## src/sud_pkg.sv

```systemverilog
package sud_pkg;

  localparam int MAX_WIDTH = 64;
  localparam int CNT_W = $clog2(MAX_WIDTH + 1);

  typedef enum logic [1:0] {
    ST_IDLE,
    ST_PREP,
    ST_DIV,
    ST_FIX
  } state_t;

  typedef struct packed {
    logic        op;
    logic [1:0]  width_select;
    logic [63:0] dividend;
    logic [63:0] divisor;
  } in_t;

  typedef struct packed {
    logic [63:0] quotient;
    logic [63:0] remainder_out;
    logic        divide_by_zero;
  } out_t;

  typedef struct packed {
    logic load;
    logic prep;
    logic step;
    logic fix;
  } ctrl_t;

  typedef struct packed {
    logic             zero;
    logic [CNT_W-1:0] width;
  } stat_t;

  function automatic logic [CNT_W-1:0] eff_width(input logic [1:0] sel);
    int w;
    case (sel)
      2'd0: w = 8;
      2'd1: w = 16;
      2'd2: w = 32;
      default: w = 64;
    endcase
    if (w > MAX_WIDTH) w = MAX_WIDTH;
    return CNT_W'(w);
  endfunction

  function automatic logic [63:0] width_mask(input logic [CNT_W-1:0] w);
    logic [63:0] m;
    if (int'(w) >= 64) begin
      m = '1;
    end else begin
      m = (64'd1 << w) - 64'd1;
    end
    return m;
  endfunction

endpackage

```

## src/sud_ctrl.sv

```systemverilog
module sud_ctrl (
  input  logic                  clk,
  input  logic                  rst,
  input  logic                  start,
  input  sud_pkg::stat_t        stat,
  output logic                  busy,
  output logic                  done,
  output sud_pkg::ctrl_t        ctrl
);

  sud_pkg::state_t               state;
  sud_pkg::state_t               state_next;
  logic [sud_pkg::CNT_W-1:0]     cnt;
  logic [sud_pkg::CNT_W-1:0]     cnt_next;

  always_ff @(posedge clk) begin
    if (rst) begin
      state <= sud_pkg::ST_IDLE;
      cnt   <= '0;
      done  <= 1'b0;
    end else begin
      state <= state_next;
      cnt   <= cnt_next;
      done  <= ctrl.fix;
    end
  end

  always_comb begin
    state_next = state;
    cnt_next   = cnt;
    ctrl       = '0;
    busy       = 1'b1;
    case (state)
      sud_pkg::ST_IDLE: begin
        busy = 1'b0;
        if (start) begin
          ctrl.load  = 1'b1;
          state_next = sud_pkg::ST_PREP;
        end
      end
      sud_pkg::ST_PREP: begin
        ctrl.prep = 1'b1;
        cnt_next  = stat.width;
        if (stat.zero) begin
          state_next = sud_pkg::ST_FIX;
        end else begin
          state_next = sud_pkg::ST_DIV;
        end
      end
      sud_pkg::ST_DIV: begin
        ctrl.step = 1'b1;
        cnt_next  = cnt - 1'b1;
        if (cnt == sud_pkg::CNT_W'(1)) begin
          state_next = sud_pkg::ST_FIX;
        end
      end
      sud_pkg::ST_FIX: begin
        ctrl.fix   = 1'b1;
        state_next = sud_pkg::ST_IDLE;
      end
      default: begin
        state_next = sud_pkg::ST_IDLE;
      end
    endcase
  end

endmodule

```

## src/sud_datapath.sv

```systemverilog
module sud_datapath (
  input  logic            clk,
  input  sud_pkg::in_t    operands,
  input  sud_pkg::ctrl_t  ctrl,
  output sud_pkg::stat_t  stat,
  output sud_pkg::out_t   result
);

  logic                      op_s;
  logic [sud_pkg::CNT_W-1:0] width;
  logic [63:0]               mask;
  logic [63:0]               a_raw;
  logic [63:0]               b_raw;
  logic                      an;
  logic                      bn;
  logic [63:0]               a_sh;
  logic [63:0]               dmag;
  logic [63:0]               rem;
  logic [63:0]               q;
  logic                      zero;
  logic [5:0]                sign_idx;
  logic                      an_next;
  logic                      bn_next;
  logic [63:0]               am;
  logic [63:0]               bm;
  logic [64:0]               trial;
  logic [64:0]               diff;
  logic [sud_pkg::CNT_W-1:0] in_w;
  logic [63:0]               in_mask;

  assign in_w     = sud_pkg::eff_width(operands.width_select);
  assign in_mask  = sud_pkg::width_mask(in_w);
  assign sign_idx = 6'(width - 1'b1);
  assign an_next  = op_s & a_raw[sign_idx];
  assign bn_next  = op_s & b_raw[sign_idx];
  assign am       = an_next ? ((64'd0 - a_raw) & mask) : a_raw;
  assign bm       = bn_next ? ((64'd0 - b_raw) & mask) : b_raw;
  assign trial    = {rem, a_sh[63]};
  assign diff     = trial - {1'b0, dmag};

  assign stat.zero  = (b_raw == 64'd0);
  assign stat.width = width;

  always_ff @(posedge clk) begin
    if (ctrl.load) begin
      op_s  <= operands.op;
      width <= in_w;
      mask  <= in_mask;
      a_raw <= operands.dividend & in_mask;
      b_raw <= operands.divisor & in_mask;
    end
    if (ctrl.prep) begin
      an   <= an_next;
      bn   <= bn_next;
      a_sh <= am << (7'd64 - 7'(width));
      dmag <= bm;
      rem  <= '0;
      q    <= '0;
      zero <= stat.zero;
    end
    if (ctrl.step) begin
      a_sh <= {a_sh[62:0], 1'b0};
      q    <= {q[62:0], ~diff[64]};
      rem  <= diff[64] ? trial[63:0] : diff[63:0];
    end
    if (ctrl.fix) begin
      result.divide_by_zero <= zero;
      if (zero) begin
        result.quotient      <= '0;
        result.remainder_out <= a_raw;
      end else begin
        result.quotient      <= ((an ^ bn) ? (64'd0 - q) : q) & mask;
        result.remainder_out <= (an ? (64'd0 - rem) : rem) & mask;
      end
    end
  end

endmodule

```

## src/signed_unsigned_divider.sv

```systemverilog
// Signed and unsigned integer divider for 8, 16, 32 or 64 bit operands. An
// operand beat is taken when start is high and busy is low. The PREP state
// prepares the operand magnitudes, the shift-subtract loop then retires one
// quotient bit per cycle for the selected width W (skipped for a zero
// divisor), and the FIX state applies signs. The result beat is then shown
// with done high for exactly one cycle. The receiver cannot hold it off and
// must capture it in that cycle. A new beat may be started in the cycle in
// which the previous result is shown; busy stays high until then, so a new
// beat is not taken while the previous one is still in progress.
module signed_unsigned_divider (
  input  logic           clk,
  input  logic           rst,
  input  logic           start,
  input  sud_pkg::in_t   operands,
  output logic           busy,
  output logic           done,
  output sud_pkg::out_t  result
);

  sud_pkg::ctrl_t ctrl;
  sud_pkg::stat_t stat;

  sud_ctrl u_ctrl (
    .clk   (clk),
    .rst   (rst),
    .start (start),
    .stat  (stat),
    .busy  (busy),
    .done  (done),
    .ctrl  (ctrl)
  );

  sud_datapath u_datapath (
    .clk      (clk),
    .operands (operands),
    .ctrl     (ctrl),
    .stat     (stat),
    .result   (result)
  );

endmodule
```

## config.mk

```make
export PLATFORM = sky130hd
export DESIGN_NAME = signed_unsigned_divider
export DESIGN_NICKNAME = d
export VERILOG_FILES = /design/src/sud_pkg.sv /design/src/sud_ctrl.sv /design/src/sud_datapath.sv /design/src/signed_unsigned_divider.sv
export SDC_FILE = /design/constraint.sdc
export NUM_CORES = 1
export LEC_CHECK = 0
export BUFFER_PORTS_ARGS = -buffer_cell sky130_fd_sc_hd__buf_4
export CORE_UTILIZATION = 35
export DETAILED_ROUTE_END_ITERATION = 10
export GPL_TIMING_DRIVEN = 0
export PLACE_DENSITY_LB_ADDON = 0.1
export SYNTH_ARGS = -nofsm -noshare
export SYNTH_HDL_FRONTEND = slang
export SYNTH_SLANG_ARGS = --single-unit
```

## constraint.sdc

```tcl
create_clock -name clk -period 8.8 [get_ports clk]
set_input_delay 0.88 -clock clk [delete_from_list [all_inputs] [get_ports clk]]
set_output_delay 0.88 -clock clk [all_outputs]
set_load 0.05 [all_outputs]
```

==> impl_metrics.env <==
export IMPL_drt_initial_drc_count=3093
export IMPL_hold_slack_ps=377
export IMPL_preCtsSetupSlack_ps=562
export IMPL_tns_ps=0
export IMPL_seq_area_mm2=0.0160
export IMPL_cts_tree="done"
export IMPL_via_per_inst=5.65
export IMPL_wl_mm=124
export IMPL_place_inst=4895
export IMPL_clk_latency_ps=670
export IMPL_use_met1=0.376
export IMPL_synth_top_cells_by_count="edfxtp_1 (524), nand2_1 (440), o21ai_0 (283), nor2_1 (262), clkbuf_1 (205)"
export IMPL_cts_buffers=60
export IMPL_layout_drive_gt1_share=0.106
export IMPL_max_clock_path_buffers=3
export IMPL_avgSynthCellArea_um2=9.57
export IMPL_min_from="operands[68]"
export IMPL_crit_type="register to register"
export IMPL_cts_clk_slew_worst_paths_ps=60
export IMPL_synth_cell_types=83
export IMPL_grt_pass1_vias=26300
export IMPL_top_usage_layer="met2"
export IMPL_grt_max_degree=69
export IMPL_ys_flop_type="edfxtp_1"
export IMPL_leakage_uw=0.0140
export IMPL_hold_class="primary input to register"
export IMPL_setup_slack_ps=289
export IMPL_max_stage_delay_ps=740
export IMPL_critPathMaxFanout=11
export IMPL_timing_fmax_mhz=117
export IMPL_grt_usage=0.258
export IMPL_multiInputGateArea_mm2=0.0153
export IMPL_post_route_period_util=0.967
export IMPL_yosysSeqAreaShare=0.491
export IMPL_crit_arrival_ps=8940
export IMPL_cts_setup_buffers=0
export IMPL_clock_skew_ps=39.4
export IMPL_clockRootBuffer="clkbuf_16"
export IMPL_fp_dieW_um=307
export IMPL_hold_violations=0
export IMPL_ios=265
export IMPL_die_h_um=307
export IMPL_cts_max_level=2
export IMPL_synth_area_mm2=0.0325
export IMPL_endpoint_kind="register"
export IMPL_critPathLaunch="u_datapath.width[3]$_DFFE_PP_"
export IMPL_relSlewSlack=0.153
export IMPL_crit_family="buffers and inverters"
export IMPL_core_mm2=0.0918
export IMPL_antenna_found_initial=3
export IMPL_final_util=0.414
export IMPL_slowest_stage="clkbuf_1"
export IMPL_vdd_drop_max_mv=0.196
export IMPL_overflow=0
export IMPL_start_kind="register"
export IMPL_drc_errors=0
export IMPL_port_buffers=247
export IMPL_yosysTopAreaCell="edfxtp_1"
export IMPL_yosysMostFrequentCell="edfxtp_1"
export IMPL_r2r_start="u_datapath.width[3]$_DFFE_PP_"
export IMPL_synth_area_leaders="edfxtp_1 (48%), nand2_1 (5.1%), o21ai_0 (4.4%)"
export IMPL_num_nets_final=3926
export IMPL_syn_inst=3396
export IMPL_vias=28300
export IMPL_rows=111
export IMPL_setup_viol_count_final=0
export IMPL_critPathMostFrequentCell="clkbuf_1"
export IMPL_cap_violations=0
export IMPL_async_reset_ff_frac=0
export IMPL_fillers=9195
export IMPL_ant_nets=0
export IMPL_dr_pass1_iters=6
export IMPL_ys_ff_latch=535
export IMPL_avgRoutedWirePerCell_um=24.8
export IMPL_cp_data_required_time_ps=9230
export IMPL_status="complete, no violations"
export IMPL_synth_top_area_frac=0.484
export IMPL_grt_pass1_wl_mm=180
export IMPL_rsz0062_at_grt="no"
export IMPL_die_area_mm2=0.0940
export IMPL_hold_buffers=0
export IMPL_area_growth_pct=17.1
export IMPL_use_met3=0.0336
export IMPL_cts_resized=0
export IMPL_crit_chain="clkbuf_1, clkbuf_1, clkinv_1, clkbuf_1, clkbuf_1, clkbuf_1, ha_1, clkbuf_1, o21ai_0, o221ai_1, or2_2, clkbuf_1, clkbuf_1, clkbuf_1, buf_1, nand2_1, a21oi_1, a21oi_1, a21boi_0, mux2i_1, o31ai_1"
export IMPL_dpl_hpwl_mm=97.8
export IMPL_power_density_mw_per_mm2=413
export IMPL_synth_edf_count=524
export IMPL_start_util=0.354
export IMPL_final_cells=5002
export IMPL_slew_violations=0
export IMPL_synth_warnings=0
export IMPL_clock_sinks=535
export IMPL_path_buf_inv=11
export IMPL_grt_util_met2=0.401
export IMPL_finalCriticalPeriod_ps=8510
export IMPL_place_gp_congestion=0.962
export IMPL_syn_nets=3608
export IMPL_tightest_slew_ps=1260
==> registers in the layout, summed over array words and instances, names as in the netlist, 2 cells and up <==
name / count
u_ctrl.state: 2
u_ctrl.cnt: 7
u_datapath.dmag: 64
u_datapath.mask: 4
u_datapath.b_raw: 64
u_datapath.rem: 64
u_datapath.a_sh: 64
u_datapath.q: 64
u_datapath.a_raw: 64
u_datapath.result: 129
u_datapath.width: 4
==> power by group <==
| group | internal, µW | total (µW) | switching (µW) |
|---|---|---|---|
| registers | 4140 | 5130 | 983 |
| clock network | 1360 | 2450 | 1090 |
| logic | 2610 | 8130 | 5520 |
| total | 8120 | 15700 | 7580 |
==> cells in the final DEF (no fill, tap or decap), types with 15 or more instances in the layout <==
| master | n |
|---|---|
| a211oi_1 | 24 |
| a21o_1 | 40 |
| a21oi_1 | 201 |
| a22o_1 | 33 |
| a22oi_1 | 17 |
| a31oi_1 | 24 |
| and2_1 | 106 |
| and3_1 | 81 |
| buf_4 | 248 |
| clkbuf_1 | 215 |
| clkbuf_16 | 60 |
| clkinv_1 | 16 |
| edfxtp_1 | 524 |
| ha_1 | 74 |
| inv_1 | 119 |
| mux2_2 | 17 |
| mux2i_1 | 42 |
| nand2_1 | 440 |
| nand2b_1 | 27 |
| nand3_1 | 47 |
| nand4_1 | 34 |
| nor2_1 | 262 |
| nor2b_1 | 32 |
| nor3_1 | 105 |
| nor4_1 | 44 |
| o21a_1 | 15 |
| o21ai_0 | 283 |
| o21bai_1 | 19 |
| o22ai_1 | 19 |
| o31ai_1 | 82 |
| or2_2 | 16 |
| or3_1 | 57 |
| or4_1 | 17 |
| xnor2_1 | 71 |
| xor2_1 | 123 |
==> per-stage QoR <==
stage / area, µm² / power, µW
3_3_place_gp: 35900 / 12800
3_5_place_dp: 36200 / 13100
5_1_grt: 38000 / 16600
6_report: 38100 / 15700
2_1_floorplan: 32500 / 10200
4_1_cts: 38000 / 15600
==> path summary, 6_finish.rpt <==
path | endpoint | slack (ps) | cells past startpoint
setup / recovery | u_datapath.a_sh[53]$_DFFE_PP_ | 290 | 21
hold / removal | u_datapath.a_raw[4]$_DFFE_PP_ | 380 | 1
setup reg to reg | u_datapath.a_sh[53]$_DFFE_PP_ | 290 | 21
hold reg to reg | u_datapath.a_sh[0]$_SDFFE_PP0P_ | 500 | 1
==> cell type report <==
class	instances	area share
diodes	1	0.0000658
plain buffers	218	0.0215
clock buffers	73	0.0415
clock inverters	33	0.00789
inverters	124	0.0122
multi-input cells	2519	0.402
flip-flops and latches	535	0.419
well taps	1243	0.0409
repair buffers	256	0.0547
==> cells by family after synthesis <==
logic type	synth area share
adder cells (fa/ha/maj)	0.0303
XOR/XNOR	0.0523
AND/OR/NAND/NOR	0.197
AO/OA/AOI/OAI	0.169
buffers and inverters	0.0395
multiplexers	0.0209
flip-flops	0.491
other	0.000115
==> layer usage <==
metal	vias to the layer above	share of wire
met4	2	0.029
met3	184	0.074
li1	13100	-
met5	-	0.00010
met2	1265	0.44
met1	13700	0.46
No activity file was read; power rests on OpenSTA's default activity.
